<file path="config.mk">
export PLATFORM = sky130hd
export DESIGN_NAME = gb2312_font_rom_addresser
export DESIGN_NICKNAME = d
export VERILOG_FILES = /design/src/rtl/core/gfra_pkg.sv /design/src/rtl/core/gb2312_font_rom_addresser.sv
export VERILOG_INCLUDE_DIRS = /design/src /design/src/rtl/core
export SDC_FILE = /design/constraint.sdc
export NUM_CORES = 1
export LEC_CHECK = 0
export BUFFER_PORTS_ARGS = -buffer_cell sky130_fd_sc_hd__buf_2
export CORE_ASPECT_RATIO = 0.75
export CORE_MARGIN = 4
export CORE_UTILIZATION = 25
export CTS_CLUSTER_SIZE = 20
export DETAILED_ROUTE_END_ITERATION = 8
export PLACE_DENSITY = 0.46
export SYNTH_ARGS = -nofsm -noshare
export SYNTH_HDL_FRONTEND = slang
export SYNTH_SLANG_ARGS = --single-unit
</file>
<file path="constraint.sdc">
create_clock -name clk -period 14.4 [get_ports clk]
set_input_delay 0.72 -clock clk [delete_from_list [all_inputs] [get_ports clk]]
set_output_delay 0.72 -clock clk [all_outputs]
set_load 0.05 [all_outputs]
</file>
<file path="src/rtl/core/gb2312_font_rom_addresser_macros.svh">
// ============================================================================
// GB2312 font ROM addresser assertion macros
// Concurrent assertion wrappers; the bodies are empty in synthesis builds.
// ============================================================================
`ifndef GB2312_FONT_ROM_ADDRESSER_MACROS_SVH
`define GB2312_FONT_ROM_ADDRESSER_MACROS_SVH

`ifndef SYNTH

// Same-cycle implication, checked at every clock edge outside reset
`define GFRA_ASSERT_SAME(label, clk, rst, ante, cons) \
  label: assert property (@(posedge clk) disable iff (rst) (ante) |-> (cons)) \
    else $error("assertion failed: same-cycle implication");

// Next-cycle implication, checked at every clock edge outside reset
`define GFRA_ASSERT_NEXT(label, clk, rst, ante, cons) \
  label: assert property (@(posedge clk) disable iff (rst) (ante) |=> (cons)) \
    else $error("assertion failed: next-cycle implication");

`else

`define GFRA_ASSERT_SAME(label, clk, rst, ante, cons)
`define GFRA_ASSERT_NEXT(label, clk, rst, ante, cons)

`endif

`endif

</file>
<file path="src/rtl/core/gfra_pkg.sv">
// ============================================================================
// GB2312 font ROM addresser package
// Code ranges, font ROM base addresses, glyph kinds and register indexes.
// ============================================================================
`default_nettype none

package gfra_pkg;

  // Configuration port
  localparam int unsigned CFG_INDEX_W = 2;
  localparam logic [CFG_INDEX_W-1:0] REG_FONT_MODE    = 2'd0;
  localparam logic [CFG_INDEX_W-1:0] REG_START_COLUMN = 2'd1;

  // Reset values of the registers
  localparam logic       FONT_MODE_RESET    = 1'b0;
  localparam logic [7:0] START_COLUMN_RESET = 8'd1;

  // Byte code ranges
  localparam logic [7:0] CODE_TERMINATOR = 8'h00;
  localparam logic [7:0] HANZI_LEAD_LO   = 8'hB0;
  localparam logic [7:0] HANZI_LEAD_HI   = 8'hF7;
  localparam logic [7:0] SYM_LEAD_LO     = 8'hA1;
  localparam logic [7:0] SYM_LEAD_HI     = 8'hA3;
  localparam logic [7:0] TRAIL_LO        = 8'hA1;
  localparam logic [7:0] ASCII_LO        = 8'h20;
  localparam logic [7:0] ASCII_HI        = 8'h7E;

  // Glyph index arithmetic
  localparam int unsigned IDX_W = 13;
  localparam logic [IDX_W-1:0] ROW_SIZE     = 13'd94;
  localparam logic [IDX_W-1:0] HANZI_OFFSET = 13'd846;

  // Font ROM layout
  localparam int unsigned ADDR_W = 18;
  localparam logic [ADDR_W-1:0] NARROW_BASE = 18'h3CF80;
  localparam logic [ADDR_W-1:0] SMALL_BASE  = 18'h3BFC0;

  // Glyph kinds
  localparam logic [1:0] KIND_WIDE   = 2'd0;
  localparam logic [1:0] KIND_NARROW = 2'd1;
  localparam logic [1:0] KIND_SMALL  = 2'd2;

  // Bytes per glyph bitmap
  localparam logic [5:0] COUNT_WIDE   = 6'd32;
  localparam logic [5:0] COUNT_NARROW = 6'd16;
  localparam logic [5:0] COUNT_SMALL  = 6'd8;

  // Column advance per glyph
  localparam logic [7:0] STEP_WIDE   = 8'd16;
  localparam logic [7:0] STEP_NARROW = 8'd8;
  localparam logic [7:0] STEP_SMALL  = 8'd6;

  // One glyph request
  typedef struct packed {
    logic [ADDR_W-1:0] rom_address;
    logic [5:0]        read_count;
    logic [1:0]        glyph_kind;
    logic [7:0]        glyph_column;
  } glyph_req_t;

endpackage

`default_nettype wire

</file>
<file path="src/rtl/core/gb2312_font_rom_addresser.sv">
// ============================================================================
// GB2312 font ROM addresser
// Turns a text byte stream into font ROM glyph requests with display columns.
// ============================================================================
// Takes one text byte per clock cycle while text_ready is high, and returns at
// most one glyph request per byte in the next cycle from one output register. A
// GB2312 code needs two bytes (lead, then trail) and yields its request after
// the trail byte; lead bytes, terminators and dropped bytes yield nothing.
// The lead byte, its pending flag and the running column sit in registers that
// update as each byte is taken, so the next byte can follow in the very next
// cycle; the output register is the only stage, and text_ready stays high while
// the held request is empty or being taken. Write configuration only while no
// request is outstanding; writing start_column also resets the running column.
`default_nettype none

`include "gb2312_font_rom_addresser_macros.svh"

module gb2312_font_rom_addresser (
  input  wire logic                                clk,
  input  wire logic                                rst,
  // Configuration write channel
  input  wire logic                                cfg_valid,
  output logic                                     cfg_ready,
  input  wire logic [gfra_pkg::CFG_INDEX_W-1:0]    cfg_index,
  input  wire logic [7:0]                          cfg_data,
  // Text byte channel
  input  wire logic                                text_valid,
  output logic                                     text_ready,
  input  wire logic [7:0]                          text_byte,
  // Glyph request channel
  output logic                                     glyph_valid,
  input  wire logic                                glyph_ready,
  output logic [gfra_pkg::ADDR_W-1:0]              rom_address,
  output logic [5:0]                               read_count,
  output logic [1:0]                               glyph_kind,
  output logic [7:0]                               glyph_column
);

  // Configuration and running state
  logic       font_mode;
  logic [7:0] start_column;
  logic [7:0] lead_byte;
  logic       lead_pending;
  logic [7:0] next_column;

  logic [7:0] lead_byte_next;
  logic       lead_pending_next;
  logic [7:0] next_column_next;

  // Result register
  gfra_pkg::glyph_req_t glyph;
  gfra_pkg::glyph_req_t glyph_next;
  logic                 emit;

  logic text_accept;
  logic cfg_accept;

  // Byte classification
  logic       is_term;
  logic       is_ascii;
  logic       is_lead;
  logic       is_trail;
  logic       lead_is_hanzi;
  logic [7:0] lead_off;
  logic [7:0] trail_off;
  logic [7:0] ascii_off;
  logic [gfra_pkg::IDX_W-1:0] glyph_idx;

  assign cfg_ready   = 1'b1;
  assign cfg_accept  = cfg_valid && cfg_ready;
  assign text_ready  = !glyph_valid || glyph_ready;
  assign text_accept = text_valid && text_ready;

  // Classify the incoming byte
  assign is_term  = (text_byte == gfra_pkg::CODE_TERMINATOR);
  assign is_ascii = (text_byte >= gfra_pkg::ASCII_LO) && (text_byte <= gfra_pkg::ASCII_HI);
  assign is_lead  = ((text_byte >= gfra_pkg::HANZI_LEAD_LO) &&
                     (text_byte <= gfra_pkg::HANZI_LEAD_HI)) ||
                    ((text_byte >= gfra_pkg::SYM_LEAD_LO) &&
                     (text_byte <= gfra_pkg::SYM_LEAD_HI));
  assign is_trail = (text_byte >= gfra_pkg::TRAIL_LO);

  // Form the double-byte glyph index from the stored lead and this trail
  assign lead_is_hanzi = (lead_byte >= gfra_pkg::HANZI_LEAD_LO);
  assign lead_off      = lead_is_hanzi ? (lead_byte - gfra_pkg::HANZI_LEAD_LO)
                                       : (lead_byte - gfra_pkg::SYM_LEAD_LO);
  assign trail_off     = text_byte - gfra_pkg::TRAIL_LO;
  assign ascii_off     = text_byte - gfra_pkg::ASCII_LO;
  assign glyph_idx     = gfra_pkg::IDX_W'(lead_off[6:0]) * gfra_pkg::ROW_SIZE
                       + gfra_pkg::IDX_W'(trail_off)
                       + (lead_is_hanzi ? gfra_pkg::HANZI_OFFSET : '0);

  // Decode one byte into a request and the next state
  always_comb begin
    lead_byte_next    = lead_byte;
    lead_pending_next = lead_pending;
    next_column_next  = next_column;
    emit              = 1'b0;
    glyph_next.rom_address  = '0;
    glyph_next.read_count   = gfra_pkg::COUNT_WIDE;
    glyph_next.glyph_kind   = gfra_pkg::KIND_WIDE;
    glyph_next.glyph_column = next_column;

    if (font_mode) begin
      // Small ASCII only; drop any pending lead
      lead_pending_next = 1'b0;
      if (is_term) begin
        next_column_next = start_column;
      end else if (is_ascii) begin
        emit = 1'b1;
        glyph_next.rom_address = gfra_pkg::SMALL_BASE + (gfra_pkg::ADDR_W'(ascii_off[6:0]) << 3);
        glyph_next.read_count  = gfra_pkg::COUNT_SMALL;
        glyph_next.glyph_kind  = gfra_pkg::KIND_SMALL;
        next_column_next       = next_column + gfra_pkg::STEP_SMALL;
      end
    end else if (lead_pending && is_trail) begin
      // Complete the double-byte code
      lead_pending_next = 1'b0;
      emit = 1'b1;
      glyph_next.rom_address = gfra_pkg::ADDR_W'({glyph_idx, 5'b00000});
      glyph_next.read_count  = gfra_pkg::COUNT_WIDE;
      glyph_next.glyph_kind  = gfra_pkg::KIND_WIDE;
      next_column_next       = next_column + gfra_pkg::STEP_WIDE;
    end else begin
      // Fresh byte, including a rejected trail
      lead_pending_next = 1'b0;
      if (is_term) begin
        next_column_next = start_column;
      end else if (is_lead) begin
        lead_byte_next    = text_byte;
        lead_pending_next = 1'b1;
      end else if (is_ascii) begin
        emit = 1'b1;
        glyph_next.rom_address = gfra_pkg::NARROW_BASE + (gfra_pkg::ADDR_W'(ascii_off[6:0]) << 4);
        glyph_next.read_count  = gfra_pkg::COUNT_NARROW;
        glyph_next.glyph_kind  = gfra_pkg::KIND_NARROW;
        next_column_next       = next_column + gfra_pkg::STEP_NARROW;
      end
    end
  end

  // Update configuration and running state
  always_ff @(posedge clk) begin
    if (rst) begin
      font_mode    <= gfra_pkg::FONT_MODE_RESET;
      start_column <= gfra_pkg::START_COLUMN_RESET;
      lead_byte    <= '0;
      lead_pending <= 1'b0;
      next_column  <= gfra_pkg::START_COLUMN_RESET;
    end else begin
      if (text_accept) begin
        lead_byte    <= lead_byte_next;
        lead_pending <= lead_pending_next;
      end
      // A start column write takes precedence over the column advance
      if (cfg_accept && (cfg_index == gfra_pkg::REG_START_COLUMN)) begin
        next_column <= cfg_data;
      end else if (text_accept) begin
        next_column <= next_column_next;
      end
      if (cfg_accept) begin
        unique case (cfg_index)
          gfra_pkg::REG_FONT_MODE: begin
            font_mode <= cfg_data[0];
          end
          gfra_pkg::REG_START_COLUMN: begin
            start_column <= cfg_data;
          end
          default: begin
          end
        endcase
      end
    end
  end

  // Hold the request until it is taken
  always_ff @(posedge clk) begin
    if (rst) begin
      glyph_valid <= 1'b0;
    end else if (text_accept && emit) begin
      glyph_valid <= 1'b1;
    end else if (glyph_ready) begin
      glyph_valid <= 1'b0;
    end
  end

  // Load the request payload
  always_ff @(posedge clk) begin
    if (text_accept && emit) begin
      glyph <= glyph_next;
    end
  end

  assign rom_address  = glyph.rom_address;
  assign read_count   = glyph.read_count;
  assign glyph_kind   = glyph.glyph_kind;
  assign glyph_column = glyph.glyph_column;

  // Checks
  `GFRA_ASSERT_SAME(a_count_matches_kind, clk, rst, glyph_valid,
    ((glyph_kind == gfra_pkg::KIND_WIDE) && (read_count == gfra_pkg::COUNT_WIDE)) ||
    ((glyph_kind == gfra_pkg::KIND_NARROW) && (read_count == gfra_pkg::COUNT_NARROW)) ||
    ((glyph_kind == gfra_pkg::KIND_SMALL) && (read_count == gfra_pkg::COUNT_SMALL)))
  `GFRA_ASSERT_NEXT(a_term_restarts_column, clk, rst,
    text_accept && (text_byte == gfra_pkg::CODE_TERMINATOR), next_column == start_column)
  `GFRA_ASSERT_NEXT(a_small_mode_no_lead, clk, rst, text_accept && font_mode, !lead_pending)

endmodule

`default_nettype wire

</file>
# Yosys cells after proc, flatten, opt, wreduce, memory -nomap -nowiden
# Index checks and enable logic that the tools add are counted.
# Widths: inputs -> output; s select.
# op_classes
n_addsub	11
multipliers	1
div_mod_pow	0
magnitude_cmp	7
n_eq_ne	3
shift	0
muxes	30
bitwise	3
n_reduce_logical	19
# op_table
operator	n
$mux 26	7
$mux 8	9
$ge 8x8->1 const B	3
$sub 7x6->7 const B	3
$add 16x11->17 const A	1
$add 15x12->16 const A	1
$le 8x8->1 const B	2
$add 13x10->13	1
$add 13x8->13	1
$mul 7x6->12 const B	1
$mux 1	12
$mux 10	1
$add 8x3->8 const B	1
$add 8x4->8 const B	1
$add 8x5->8 const B	1
$ge 8x6->1 const B	1
$le 8x7->1 const B	1
$logic_not 8->1	1
$sub 8x8->8 const B	1
$logic_and 1x1->1	7
$mux 7	1
$ne 5x3->1 const B	1
$reduce_and 5->1	1
$ne 4x1->1 const B	1
9 further kinds	14
# totals
ff_bits	61
latchBits	0
ram_bits	0
rom_bits	0
input_bits	23
out_inout_bits	37
wordCells	84
n_memories	0

# Longest topological paths before layout
# depth
depth_word	9
ltp_mapped	24
depth_no_buf	24

# Worst setup path before layout
# No wires, ideal clock.
# synth_path
path_type	flip-flop to flip-flop
from	reg lead_byte[4]
to	reg glyph, in the netlist rom_address[17], data pin
setup_time_ns	0.274
arrival_ns	5.240
required_ns	14.126
setup_slack_ns	8.885
path_stages_with_launch	21
path_buffers	0
cell_sequence	dfxtp_1 > ha_1 > o21ai_2 > clkinv_1 > nor2_1 > xor2_1 > fa_1 > ha_1 > fa_1 > inv_1 > fa_1 > inv_1 > ha_1 > ha_1 > o21ai_0 > a21oi_1 > o31ai_1 > a21oi_1 > o21ai_0 > xnor2_1 > o21ai_0
# synth_rtl
item	line_no	text
start: declaration	gb2312_font_rom_addresser.sv:42	logic [7:0] lead_byte;
start signal: assignment	gb2312_font_rom_addresser.sv:152	lead_byte <= lead_byte_next;
end signal: assignment	gb2312_font_rom_addresser.sv:190	glyph <= glyph_next;
end: declaration	gb2312_font_rom_addresser.sv:51	gfra_pkg::glyph_req_t glyph;

==> flow_summary.ini <==
[outcome]
status = completed

[sta]
finalSetupViolations = 0
finalCriticalPeriod_ps = 6290
final-hold-violation-count = 0
max_freq_mhz = 159
setup-tns-final_ps = 0
grt_setup_unrepaired = false
tightestPinTransition_ps = 922
fin_skew_ps = 5.51
slew_headroom_pct = 38.4
setup_slack_ps = 8110
period_share_pct = 43.7
final_max_slew_viol_count = 0

[floorplan]
start_util_pct = 25.4
die_area_um2 = 20100
core_um2 = 17600
die-width_um = 162
rows = 42
die_h_um = 124
io_pins = 60

[worst_setup_path]
arrival_ps = 6310
r2r-start = lead_byte[5]
crit_path_start_kind = register
worstSetupEndpointType = register
crit_type = reg2reg
crit_start = lead_byte[5]
required_ps = 14420
cp_max_fo = 10

[power]
power-per-cell-area_nw_per_um2 = 231
p_int_w = 0.000620
p_seq_share_pct = 14.7
p_switching_w = 0.000552
combPwrFrac_pct = 74.3
ir_drop_uv = 119
switching_share_pct = 47.1
clkPwrFrac_pct = 11.0
leakage_nw = 2.25

[synth]
synth_common_cells = ha_1 (55), inv_1 (54), nand2_1 (45)
yosys_warnings = 0
ys_seq_area_share_pct = 29.6
synth_edf_count = 26
synth_cell_types = 63
synthArstFlopShare_pct = 0
yosys-top-cells-area = edfxtp_1 (17%), ha_1 (15%), dfxtp_1 (12%)
synth_area_per_cell_um2 = 8.99
postSynthCellCount = 497
synth.most_common_cell = ha_1
synthFlopType = dfxtp_1
syn-cell-area_um2 = 4470
synth_top_area_share_pct = 17.5
synth_seq_cells = 53
synth_area_leader_cell = edfxtp_1

[clock_tree]
cts_hold_buf = 0
cts_sinks = 53
cts_max_path_buffers = 2
cts_resized = 0
ctsHtreeMaxLevel = 2
clk_latency_ps = 290
cts_setup_buffers = 0
numCtsBuffers = 5
cts_tree = done
root_buffer = clkbuf_16
clk_pin_slew_worst_paths_ps = 70

[routing]
drt-initial-drc-count = 162
vias = 3519
wl_um = 11300
first_pass_iters = 4
drtAntennaViolNets = 0
drc = 0
routedWlPerCell_um = 14.5
viasPerCell = 4.52

[grt]
grt.overflow.total = 0
grt_pass1_wl_um = 18800
grt_util_all_layers_pct = 11.7
antenna_found_initial = 0
grt_max_degree = 30
first_global_vias = 3556

[layout]
drive_gt1_share_pct = 14.2
antenna-diode-count = 0
post-route-util_pct = 28.9
syn_to_final_growth_pct = 13.7
nets = 628
fillers = 1889

[place]
dp_hpwl_um = 8900
routabilityCongestion = 0.785
numPortBuffers = 52
pre_cts_ws_ps = 8110

[min_path]
holdCritStartpoint = next_column[0]
hold_class = reg2reg

[run]
cap_violations = 0
cells in the final DEF (no fill, tap or decap), types with 4 or more instances in the layout:
cell       instances
ha_1              55
inv_1             54
buf_2             52
nand2_1           45
nor2_1            42
a21oi_1           36
xnor2_1           27
dfxtp_1           27
edfxtp_1          26
o21ai_0           20
fa_1              14
xor2_1            12
mux2i_1           11
nand3_1            9
a21o_1             8
conb_1             7
nand2b_1           5
a211oi_1           5
clkbuf_16          5
nor3_1             4
or3_1              4
power groups by stage:
| stage | Clock [W] | Combinational (W) | Sequential, W |
|---|---|---|---|
| 6_report | 0.000129 | 0.000871 | 0.000173 |
| 5_1_grt | 0.000138 | 0.000992 | 0.000174 |
| 4_1_cts | 0.000133 | 0.000872 | 0.000173 |
| 3_5_place_dp | 0 | 0.000865 | 0.000176 |
| 3_3_place_gp | 0 | 0.000855 | 0.000176 |
| 2_1_floorplan | 0 | 0.000693 | 0.000189 |
cell type report:
type / count / area [um^2] / area share (%)
clock buffer: 6 / 139 / 2.73
clock inverter: 2 / 17.5 / 0.345
inverter: 55 / 206 / 4.06
multi-input combinational: 368 / 2830 / 55.6
sequential: 53 / 1320 / 26.0
tap: 242 / 303 / 5.96
timing repair buffer: 53 / 268 / 5.27
worst max-delay path, cell delays in order (launching register included):
cell,delay [ps]
dfxtp_1,360
ha_1,230
o21ai_2,400
clkinv_1,420
nor2_1,290
xor2_1,390
fa_1,490
ha_1,310
fa_1,580
inv_1,70
fa_1,540
inv_1,40
ha_1,260
ha_1,340
o21ai_0,180
a21oi_1,90
o31ai_1,370
a21oi_1,160
o21ai_0,240
xnor2_1,150
o21ai_0,90
final timing paths:
| kind | to | slack, ps | cells after the start |
|---|---|---|---|
| worst max-delay path | rom_address[17] | 8110 | 20 |
| worst min-delay path | glyph_column[0] | 450 | 0 |
| worst max register to register | rom_address[17] | 8110 | 20 |
| worst min register to register | glyph_column[0] | 450 | 0 |
state kept, by name (all words and copies together) (netlist names):
| signal | flops |
|---|---|
| glyph_valid | 1 |
| start_column | 8 |
| lead_byte | 8 |
| read_count | 2 |
| rom_address | 15 |
| glyph_kind | 1 |
| lead_pending | 1 |
| next_column | 8 |
| glyph_column | 8 |
| font_mode | 1 |
layer usage:
metal | vias to the layer above | share of wire [%] | wire length, um | GRT usage [%]
li1 | 1780 | - | - | -
met1 | 1659 | 54 | 6080 | 17.7
met2 | 73 | 41 | 4620 | 17.4
met3 | 7 | 4.4 | 502 | 2.05
met4 | 0 | 0.79 | 89 | 2.11
met5 | - | 0 | 0 | 0
per-stage QoR:
stage | area [um^2] | cells | hold WS, ps | total power [W]
after floorplan | 4490 | 502 | 402 | 0.000882
after global placement | 4930 | 771 | 423 | 0.00103
after detailed placement | 4930 | 771 | 429 | 0.00104
after CTS | 5080 | 779 | 447 | 0.00118
after global routing | 5080 | 779 | 470 | 0.00130
final | 5080 | 779 | 446 | 0.00117
cell families after synthesis:
kind of cell	after synthesis	share of synthesized area, %
fa+ha+maj	69	21.7
other cells	2	0.168
simple gates	133	14.1
mux	11	2.46
flops	53	29.6
xor+xnor	39	7.64
buf+inv	81	7.84
compound gates	109	16.5
Note: power is estimated with default switching activity, not from simulation.
